<file path="src/substring_occurrence_finder_core_assert.svh">
// Assertion macros used by the RTL of the substring finder.
`ifndef SUBSTRING_OCCURRENCE_FINDER_CORE_ASSERT_SVH
`define SUBSTRING_OCCURRENCE_FINDER_CORE_ASSERT_SVH

// A condition that must hold at every clock edge out of reset.
`define SOF_ASSERT_HOLDS(label, expr, msg) \
  label: assert property (@(posedge clk_i) disable iff (!rst_ni) (expr)) \
    else $error(msg);

// A condition that must hold whenever the antecedent holds.
`define SOF_ASSERT_IMPLIES(label, ante, cons, msg) \
  label: assert property (@(posedge clk_i) disable iff (!rst_ni) (ante) |-> (cons)) \
    else $error(msg);

// A condition that must hold in the cycle after the antecedent.
`define SOF_ASSERT_NEXT(label, ante, cons, msg) \
  label: assert property (@(posedge clk_i) disable iff (!rst_ni) (ante) |=> (cons)) \
    else $error(msg);

`endif

</file>
<file path="src/sof_pkg.sv">
package sof_pkg;

  // Width of the needle length register.
  localparam int unsigned LEN_W = 5;
  // Width of the position field on the result stream.
  localparam int unsigned POS_W = 32;

  typedef enum logic [1:0] {
    CFG_NEEDLE_LOW  = 2'd0,
    CFG_NEEDLE_HIGH = 2'd1,
    CFG_NEEDLE_LEN  = 2'd2,
    CFG_COUNT_MODE  = 2'd3
  } cfg_index_e;

  typedef enum logic {
    KIND_MATCH = 1'b0,
    KIND_END   = 1'b1
  } item_kind_e;

  // Settings of one window cell: whether it takes part and the needle byte it expects.
  typedef struct packed {
    logic       active;
    logic [7:0] nb;
  } cell_cfg_t;

  typedef struct packed {
    item_kind_e       kind;
    logic [POS_W-1:0] pos;
    logic             last;
  } result_t;

  // Up to two results are written into the output queue in one cycle.
  typedef struct packed {
    logic [1:0] n;
    result_t    r0;
    result_t    r1;
  } fifo_push_t;

  // A UTF-8 byte starts a character unless its top bits are 10.
  function automatic logic is_lead(logic [7:0] b);
    return b[7:6] != 2'b10;
  endfunction

endpackage

</file>
<file path="src/sof_cell.sv">
module sof_cell import sof_pkg::*; (
  input  logic       clk_i,
  input  logic       shift_en_i,
  input  logic [7:0] byte_i,
  input  cell_cfg_t  cfg_i,
  output logic [7:0] byte_o,
  output logic       eq_o,
  output logic       lead_o
);

  logic [7:0] byte_q;

  always_ff @(posedge clk_i) begin
    if (shift_en_i) begin
      byte_q <= byte_i;
    end
  end

  // The compare looks at the byte that enters this cell on the current transfer.
  assign eq_o   = !cfg_i.active || (byte_i == cfg_i.nb);
  assign lead_o = cfg_i.active && is_lead(cfg_i.nb);
  assign byte_o = byte_q;

endmodule

</file>
<file path="src/sof_out_fifo.sv">
module sof_out_fifo import sof_pkg::*; #(
  parameter int unsigned DEPTH = 8
) (
  input  logic                         clk_i,
  input  logic                         rst_ni,
  input  fifo_push_t                   push_i,
  input  logic                         pop_i,
  output result_t                      head_o,
  output logic                         valid_o,
  output logic [$clog2(DEPTH+1)-1:0]   count_o
);

  // DEPTH must be a power of two so that the pointers wrap by themselves.
  localparam int unsigned PW = $clog2(DEPTH);
  localparam int unsigned CW = $clog2(DEPTH + 1);

  result_t         mem_q [DEPTH];
  logic [PW-1:0]   wr_ptr_q, wr_ptr_d, rd_ptr_q, rd_ptr_d;
  logic [CW-1:0]   count_q, count_d;
  logic [PW-1:0]   wr_next;

  assign wr_next = wr_ptr_q + PW'(1);

  always_ff @(posedge clk_i) begin
    if (push_i.n != 2'd0) begin
      mem_q[wr_ptr_q] <= push_i.r0;
    end
    if (push_i.n == 2'd2) begin
      mem_q[wr_next] <= push_i.r1;
    end
  end

  always_comb begin
    wr_ptr_d = wr_ptr_q + PW'(push_i.n);
    rd_ptr_d = pop_i ? rd_ptr_q + PW'(1) : rd_ptr_q;
    count_d  = count_q + CW'(push_i.n) - CW'(pop_i);
  end

  always_ff @(posedge clk_i or negedge rst_ni) begin
    if (!rst_ni) begin
      wr_ptr_q <= '0;
      rd_ptr_q <= '0;
      count_q  <= '0;
    end else begin
      wr_ptr_q <= wr_ptr_d;
      rd_ptr_q <= rd_ptr_d;
      count_q  <= count_d;
    end
  end

  assign head_o  = mem_q[rd_ptr_q];
  assign valid_o = count_q != '0;
  assign count_o = count_q;

endmodule

</file>
<file path="src/substring_occurrence_finder_core.sv">
// Substring finder for a byte stream.
// Text enters on the s_axis channel, one byte per transfer in tdata, with tlast
// on the final byte of a text. Results leave on the m_axis channel: tuser says
// whether the item is a match or the end of the text, tdata carries the match
// start position or the total text length, and tlast marks the end item.
// The needle, its length and the position unit are for the user to set through
// the plain write port only while no text is in flight, which the block does
// not enforce. A needle length of zero disables matching. A text byte is taken
// in every cycle that s_axis_tready is high. The window is a row of byte cells
// that shift on each transfer and compare themselves against the needle in
// parallel, so a match is decided in the cycle of the transfer. A second stage
// registers the counts and flags, forms the position and writes the queue.
// Results pass through an eight-entry queue; s_axis_tready stays high while
// the queue is certain to hold two more results, which is the worst case of a
// match on the final byte. A stalled receiver fills the queue and then holds
// tready low until entries drain. Reset clears the needle settings, the
// window fill, the counters and the queue.
module substring_occurrence_finder_core import sof_pkg::*; #(
  parameter int unsigned NEEDLE_MAX    = 16,
  parameter int unsigned POSITION_BITS = 32
) (
  input  logic        clk_i,
  input  logic        rst_ni,
  input  logic        s_axis_tvalid,
  output logic        s_axis_tready,
  input  logic [7:0]  s_axis_tdata,   // text_byte
  input  logic        s_axis_tlast,   // end_of_text
  output logic        m_axis_tvalid,
  input  logic        m_axis_tready,
  output logic [31:0] m_axis_tdata,   // position
  output logic        m_axis_tuser,   // item_kind
  output logic        m_axis_tlast,   // final_item
  input  logic        cfg_we_i,
  input  logic [1:0]  cfg_index_i,
  input  logic [63:0] cfg_wdata_i
);

  localparam int unsigned FILL_W    = $clog2(NEEDLE_MAX + 1);
  localparam int unsigned OUT_DEPTH = 8;
  localparam int unsigned CW        = $clog2(OUT_DEPTH + 1);
  localparam int unsigned PB        = POSITION_BITS;

  // Configuration registers.
  logic [63:0]       needle_low_q, needle_high_q;
  logic [LEN_W-1:0]  needle_len_q;
  logic              count_mode_q;
  logic [LEN_W-1:0]  nchars_q;

  always_ff @(posedge clk_i or negedge rst_ni) begin
    if (!rst_ni) begin
      needle_low_q  <= '0;
      needle_high_q <= '0;
      needle_len_q  <= '0;
      count_mode_q  <= 1'b0;
    end else if (cfg_we_i) begin
      case (cfg_index_e'(cfg_index_i))
        CFG_NEEDLE_LOW:  needle_low_q  <= cfg_wdata_i;
        CFG_NEEDLE_HIGH: needle_high_q <= cfg_wdata_i;
        CFG_NEEDLE_LEN:  needle_len_q  <= cfg_wdata_i[LEN_W-1:0];
        CFG_COUNT_MODE:  count_mode_q  <= cfg_wdata_i[0];
        default: ;
      endcase
    end
  end

  logic accept;
  assign accept = s_axis_tvalid && s_axis_tready;

  // Cell i holds the i-th newest byte and expects needle byte len-1-i.
  logic [15:0][7:0]          needle_bytes;
  cell_cfg_t                 cell_cfg [NEEDLE_MAX];
  logic [7:0]                cell_in  [NEEDLE_MAX];
  logic [7:0]                cell_out [NEEDLE_MAX];
  logic [NEEDLE_MAX-1:0]     cell_eq, cell_lead;

  assign needle_bytes = {needle_high_q, needle_low_q};

  for (genvar i = 0; i < NEEDLE_MAX; i++) begin : g_cell
    logic [LEN_W-1:0] diff;
    assign diff = needle_len_q - LEN_W'(i) - LEN_W'(1);
    assign cell_cfg[i].active = needle_len_q > LEN_W'(i);
    assign cell_cfg[i].nb     = needle_bytes[diff[3:0]];

    if (i == 0) begin : g_head
      assign cell_in[i] = s_axis_tdata;
    end else begin : g_link
      assign cell_in[i] = cell_out[i-1];
    end

    sof_cell u_cell (
      .clk_i      (clk_i),
      .shift_en_i (accept),
      .byte_i     (cell_in[i]),
      .cfg_i      (cell_cfg[i]),
      .byte_o     (cell_out[i]),
      .eq_o       (cell_eq[i]),
      .lead_o     (cell_lead[i])
    );
  end

  // The needle's character count only follows configuration, so it is registered.
  always_ff @(posedge clk_i or negedge rst_ni) begin
    if (!rst_ni) begin
      nchars_q <= '0;
    end else begin
      nchars_q <= LEN_W'($countones(cell_lead));
    end
  end

  // Stream state: window fill and the two saturating counters.
  logic [FILL_W-1:0] fill_q, fill_d, fill_inc;
  logic [PB-1:0]     byte_cnt_q, byte_cnt_d, byte_inc;
  logic [PB-1:0]     char_cnt_q, char_cnt_d, char_inc;
  logic              hit;

  always_comb begin
    fill_inc = (fill_q == FILL_W'(NEEDLE_MAX)) ? fill_q : fill_q + FILL_W'(1);
    byte_inc = (byte_cnt_q == '1) ? byte_cnt_q : byte_cnt_q + PB'(1);
    char_inc = (char_cnt_q == '1 || !is_lead(s_axis_tdata)) ? char_cnt_q
                                                              : char_cnt_q + PB'(1);
    hit = (needle_len_q != '0) && (needle_len_q <= LEN_W'(NEEDLE_MAX)) &&
          (LEN_W'(fill_inc) >= needle_len_q) && (&cell_eq);
    // A match empties the window; the end of a text clears the whole stream state.
    fill_d     = (hit || s_axis_tlast) ? '0 : fill_inc;
    byte_cnt_d = s_axis_tlast ? '0 : byte_inc;
    char_cnt_d = s_axis_tlast ? '0 : char_inc;
  end

  // Second stage: the counts after this byte, the match flag and the end flag.
  logic          s2_valid_q, s2_hit_q, s2_last_q;
  logic [PB-1:0] s2_byte_q, s2_char_q;

  always_ff @(posedge clk_i or negedge rst_ni) begin
    if (!rst_ni) begin
      fill_q     <= '0;
      byte_cnt_q <= '0;
      char_cnt_q <= '0;
      s2_valid_q <= 1'b0;
      s2_hit_q   <= 1'b0;
      s2_last_q  <= 1'b0;
    end else begin
      s2_valid_q <= accept;
      if (accept) begin
        fill_q     <= fill_d;
        byte_cnt_q <= byte_cnt_d;
        char_cnt_q <= char_cnt_d;
        s2_hit_q   <= hit;
        s2_last_q  <= s_axis_tlast;
      end
    end
  end

  always_ff @(posedge clk_i) begin
    if (accept) begin
      s2_byte_q <= byte_inc;
      s2_char_q <= char_inc;
    end
  end

  // The match start is the count minus the needle size in the chosen unit.
  // A saturated counter reports the maximum position.
  logic [PB-1:0]  sel_cnt, sub, match_pos;
  result_t        match_res, end_res;
  fifo_push_t     push;

  always_comb begin
    sel_cnt = count_mode_q ? s2_char_q : s2_byte_q;
    sub     = count_mode_q ? PB'(nchars_q) : PB'(needle_len_q);
    if (sel_cnt == '1) begin
      match_pos = sel_cnt;
    end else if (sel_cnt >= sub) begin
      match_pos = sel_cnt - sub;
    end else begin
      match_pos = '0;
    end

    match_res.kind = KIND_MATCH;
    match_res.pos  = POS_W'(match_pos);
    match_res.last = 1'b0;
    end_res.kind   = KIND_END;
    end_res.pos    = POS_W'(sel_cnt);
    end_res.last   = 1'b1;

    push.r0 = s2_hit_q ? match_res : end_res;
    push.r1 = end_res;
    push.n  = s2_valid_q ? (2'(s2_hit_q) + 2'(s2_last_q)) : 2'd0;
  end

  result_t        head;
  logic           head_valid;
  logic [CW-1:0]  fifo_count;
  logic [CW:0]    need;

  sof_out_fifo #(
    .DEPTH (OUT_DEPTH)
  ) u_out_fifo (
    .clk_i   (clk_i),
    .rst_ni  (rst_ni),
    .push_i  (push),
    .pop_i   (m_axis_tvalid && m_axis_tready),
    .head_o  (head),
    .valid_o (head_valid),
    .count_o (fifo_count)
  );

  // Room is needed for what the second stage writes now plus two for a new byte.
  assign need          = (CW+1)'(fifo_count) + (CW+1)'(push.n) + (CW+1)'(2);
  assign s_axis_tready = need <= (CW+1)'(OUT_DEPTH);

  assign m_axis_tvalid = head_valid;
  assign m_axis_tdata  = head.pos;
  assign m_axis_tuser  = head.kind;
  assign m_axis_tlast  = head.last;

`include "substring_occurrence_finder_core_assert.svh"

  `SOF_ASSERT_HOLDS(a_fifo_bound, fifo_count <= CW'(OUT_DEPTH), "output queue overflow")
  `SOF_ASSERT_NEXT(a_stage_follows, accept, s2_valid_q, "transfer did not reach stage two")
  `SOF_ASSERT_IMPLIES(a_hit_clears, s2_valid_q && s2_hit_q, fill_q == '0, "window kept after match")

endmodule
</file>
<file path="config.mk">
export PLATFORM = sky130hd
export DESIGN_NAME = substring_occurrence_finder_core
export DESIGN_NICKNAME = d
export VERILOG_FILES = /design/src/sof_pkg.sv /design/src/sof_cell.sv /design/src/sof_out_fifo.sv /design/src/substring_occurrence_finder_core.sv
export VERILOG_INCLUDE_DIRS = /design/src /design/src/src
export SDC_FILE = /design/constraint.sdc
export NUM_CORES = 1
export LEC_CHECK = 0
export ABC_CLOCK_PERIOD_IN_PS = 10800
export BUFFER_PORTS_ARGS = -buffer_cell sky130_fd_sc_hd__buf_2
export CORE_MARGIN = 2
export CORE_UTILIZATION = 40
export CTS_CLUSTER_SIZE = 12
export DETAILED_ROUTE_END_ITERATION = 6
export PLACE_DENSITY_LB_ADDON = 0.1
export SETUP_SLACK_MARGIN = 0.2
export SLEW_MARGIN = 20
export SYNTH_ARGS = -nofsm -noshare
export SYNTH_HDL_FRONTEND = slang
export SYNTH_SLANG_ARGS = --single-unit
</file>
<file path="constraint.sdc">
create_clock -name clk_i -period 10.8 [get_ports clk_i]
set_clock_uncertainty 0.1 [all_clocks]
set_input_delay 1.62 -clock clk_i [delete_from_list [all_inputs] [get_ports clk_i]]
set_output_delay 1.62 -clock clk_i [all_outputs]
set_load 0.02 [all_outputs]
</file>
==> impl_metrics.env <==
export IMPL_outcome="complete, no violations"
export IMPL_layout_common_cells="440 x edfxtp_1, 260 x mux2i_1, 258 x o22ai_1"
export IMPL_powerDensity_mw_per_mm2=300
export IMPL_crit_cells=17
export IMPL_coreArea_mm2=0.0999
export IMPL_diodes=0
export IMPL_yosys_area_share_adder_pct=2.13
export IMPL_place_congestion=0.924
export IMPL_cap_violations=0
export IMPL_synth_area_leader_cell="edfxtp_1"
export IMPL_cts_max_path_buffers=3
export IMPL_die_x_um=321
export IMPL_drive_gt1_share_pct=25.1
export IMPL_synth_top_family_by_area="multiplexers"
export IMPL_drc=0
export IMPL_finalHoldViolCount=0
export IMPL_vias=28300
export IMPL_period_share_pct=68.5
export IMPL_cp_num_buf_inv=3
export IMPL_dieArea_mm2=0.103
export IMPL_yosysWarnings=0
export IMPL_place_area_mm2=0.0421
export IMPL_synthCells=3129
export IMPL_synthMuxAreaShare_pct=26.5
export IMPL_drt_total_wl_mm=135
export IMPL_firstDrtPassIters=6
export IMPL_final_cell_area_mm2=0.0448
export IMPL_hold_path_depth=0
export IMPL_worstPathRequired_ps=11280
export IMPL_seq_area_frac_synth_pct=47.0
export IMPL_critPathCaptureType="register"
export IMPL_postCtsSetupRepairBufs=0
export IMPL_clock_fmax_ghz=0.135
export IMPL_numPortBuffers=115
export IMPL_synth_fp_nets=3269
export IMPL_setup_slack_ps=3400
export IMPL_grt_pass1_vias=28000
export IMPL_final_min_clock_period_ps=7400
export IMPL_ir_worst_vdd_uv=358
export IMPL_clock_sinks=669
export IMPL_cpLargestDelayFamily="adder cells"
export IMPL_synthArstFlopShare_pct=33.0
export IMPL_worstSkewPairLatency_ps=670
export IMPL_synth_ff_latch_count=669
export IMPL_grt_antenna_before_repair=2
export IMPL_crit_arrival_ps=7880
export IMPL_rr_endpoint="nchars_q[4]"
export IMPL_antenna_left=0
export IMPL_cts_buffers=78
export IMPL_die_h_um=321
export IMPL_synth_area_top_cells="edfxtp_1 33%, dfrtp_1 14%, mux4_2 13%"
export IMPL_synth_enable_flop_cells=440
export IMPL_leakage_nw=16.6
export IMPL_tightest_slew_ps=1120
export IMPL_r2r_cells=17
export IMPL_yosysTopAreaCellShare_pct=32.9
export IMPL_synth_compound_area_share_pct=8.40
export IMPL_fin_nets=3299
export IMPL_worstReg2RegStart="needle_len_q[0]"
export IMPL_startpoint="needle_len_q[0]"
export IMPL_ios=116
export IMPL_fill_cells=9083
export IMPL_crit_top_cell="fa_1"
export IMPL_fp_row_count=116
export IMPL_layout_commonest_cell="edfxtp_1"
export IMPL_initial_core_util_pct=40.3
export IMPL_crit_chain="inv_4 -> ha_4 -> nand3_1 -> xor2_4 -> mux4_1 -> nand2b_1 -> o21ai_0 -> fa_1 -> inv_1 -> fa_1 -> fa_1 -> fa_1 -> ha_1 -> inv_1 -> fa_1 -> nor2b_1 -> o21a_1"
export IMPL_cts_tree="done"
export IMPL_hp_class="reg -> reg"
export IMPL_drv_slew=0
export IMPL_synthSimpleGateAreaFrac_pct=6.96
export IMPL_hold_end="g_cell[13].u_cell.byte_o[4]"
export IMPL_slew_headroom_pct=23.3
export IMPL_clk_pin_slew_ps=60
export IMPL_fin_tns_setup_ps=0
export IMPL_criticalPathCategory="reg -> reg"
export IMPL_cp_start_kind="register"
export IMPL_area_growth_pct=11.5
export IMPL_dp_hpwl_mm=93.3
export IMPL_grtUsageTotal_pct=26.0
export IMPL_grt_max_degree=148
export IMPL_cp_slowest_cell="ha_4"
export IMPL_crit_fanout=76
export IMPL_root_buffer="clkbuf_16"
export IMPL_hp_start="g_cell[12].u_cell.byte_o[4]"
export IMPL_dp_worst_setup_slack_ps=3350
export IMPL_viasPerCell=6.26
export IMPL_synth_xor_area_share_pct=5.81
export IMPL_synth_ff_type="edfxtp_1"
export IMPL_syn_mean_instance_area_um2=12.8
export IMPL_rsz0062_at_grt="false"
export IMPL_slowest_delay_ps=1060
export IMPL_syn_area_mm2=0.0402
export IMPL_hold_buffers=0
export IMPL_r2r_slack_ps=3400
export IMPL_synth_distinct_cells=74
export IMPL_grt_overflow=0
export IMPL_htree_num_levels=3
export IMPL_wl_per_cell_um=29.8
export IMPL_grt_pass1_wl_mm=197
export IMPL_setup_violations=0
export IMPL_drt_iter0_markers=3147
export IMPL_cts_resized=0
==> cells by family (layout without fill, tap and decap cells) <==
kind of cell,count (synthesis),after routing
flip-flops,669,669
buffers and inverters,307,402
XOR/XNOR,260,260
adder cells (fa/ha/maj),60,60
AND/OR/NAND/NOR,566,566
AO/OA/AOI/OAI,538,538
multiplexers,729,729
==> cell type report <==
class | instances | area [um^2] | area share (%)
tap | 1298 | 1620 | 3.62
multi-input combinational | 2153 | 20200 | 45.0
inverter | 69 | 269 | 0.600
clock buffer | 109 | 2250 | 5.03
timing repair buffer | 188 | 1150 | 2.57
sequential | 669 | 18900 | 42.2
clock inverter | 36 | 437 | 0.974
==> state kept, by name, indices dropped and copies added (netlist names), 32 cells and up <==
register              flops
u_out_fifo.mem_q        264
g_cell.u_cell.byte_o    120
s2_char_q                32
s2_byte_q                32
char_cnt_q               32
needle_low_q             64
needle_high_q            64
byte_cnt_q               32
==> stage by stage <==
| step | hold slack, ps | util [%] | total power, W | std cells |
|---|---|---|---|---|
| finish | 358 | 44.9 | 0.0135 | 4522 |
| floorplan | 326 | - | 0.00842 | 3129 |
| CTS | 350 | 44.9 | 0.0135 | 4522 |
| global placement | 344 | 42.2 | 0.0106 | 4377 |
| detailed placement | 336 | 42.2 | 0.0107 | 4377 |
| global route | 357 | 44.9 | 0.0142 | 4522 |
==> synthesized netlist by cell type, drive strengths merged (6+ instances only) <==
master and count:
a211oi 16, a21oi 75, a22o 33, a31oi 17
and2 7, and3 17, and4 6, buf 85
clkbuf 153, dfrtp 221, dfxtp 8, edfxtp 440
fa 14, ha 46, inv 67, mux2 213
mux2i 270, mux4 246, nand2 176, nand2b 7
nand3 68, nand3b 8, nand4 42, nor2 96
nor2b 29, nor3 51, nor3b 19, nor4 24
o21ai 94, o22ai 258, or3 7, xnor2 125
xor2 135
==> worst register-to-register path, delay by kind of cell, from the launching register on <==
family	cells	cell delay, ps
adders and majority gates	7	3730
xor gates and xnor gates	1	580
buffers and inverters	3	530
DFF	1	790
and+or+nand+nor	3	640
AOI/OAI and AO/OA	2	250
muxes	1	690
==> where the power goes <==
group          switching [W]  internal, W  leakage [nW]
Combinational        0.00400      0.00271          8.36
Clock                0.00115      0.00162          1.30
Sequential          0.000570      0.00341          6.98
Total                0.00572      0.00774          16.6
==> how the worst max path moves through the flow <==
stage,slack [ps],to
floorplan,2810,g_cell[0].u_cell.byte_o[0]
global placement,3410,nchars_q[3]
detailed placement,3350,nchars_q[4]
CTS,3310,nchars_q[4]
global route,3000,nchars_q[4]
finish,3400,nchars_q[4]
==> routing by layer <==
| layer | up-vias | track usage (%) | wire (um) |
|---|---|---|---|
| li1 | 12300 | - | - |
| met5 | - | 0 | 0 |
| met4 | 0 | 8.32 | 4520 |
| met1 | 14700 | 35.1 | 56300 |
| met3 | 214 | 3.66 | 8390 |
| met2 | 1128 | 43.2 | 65500 |
Power figures use the tool's default switching activity.
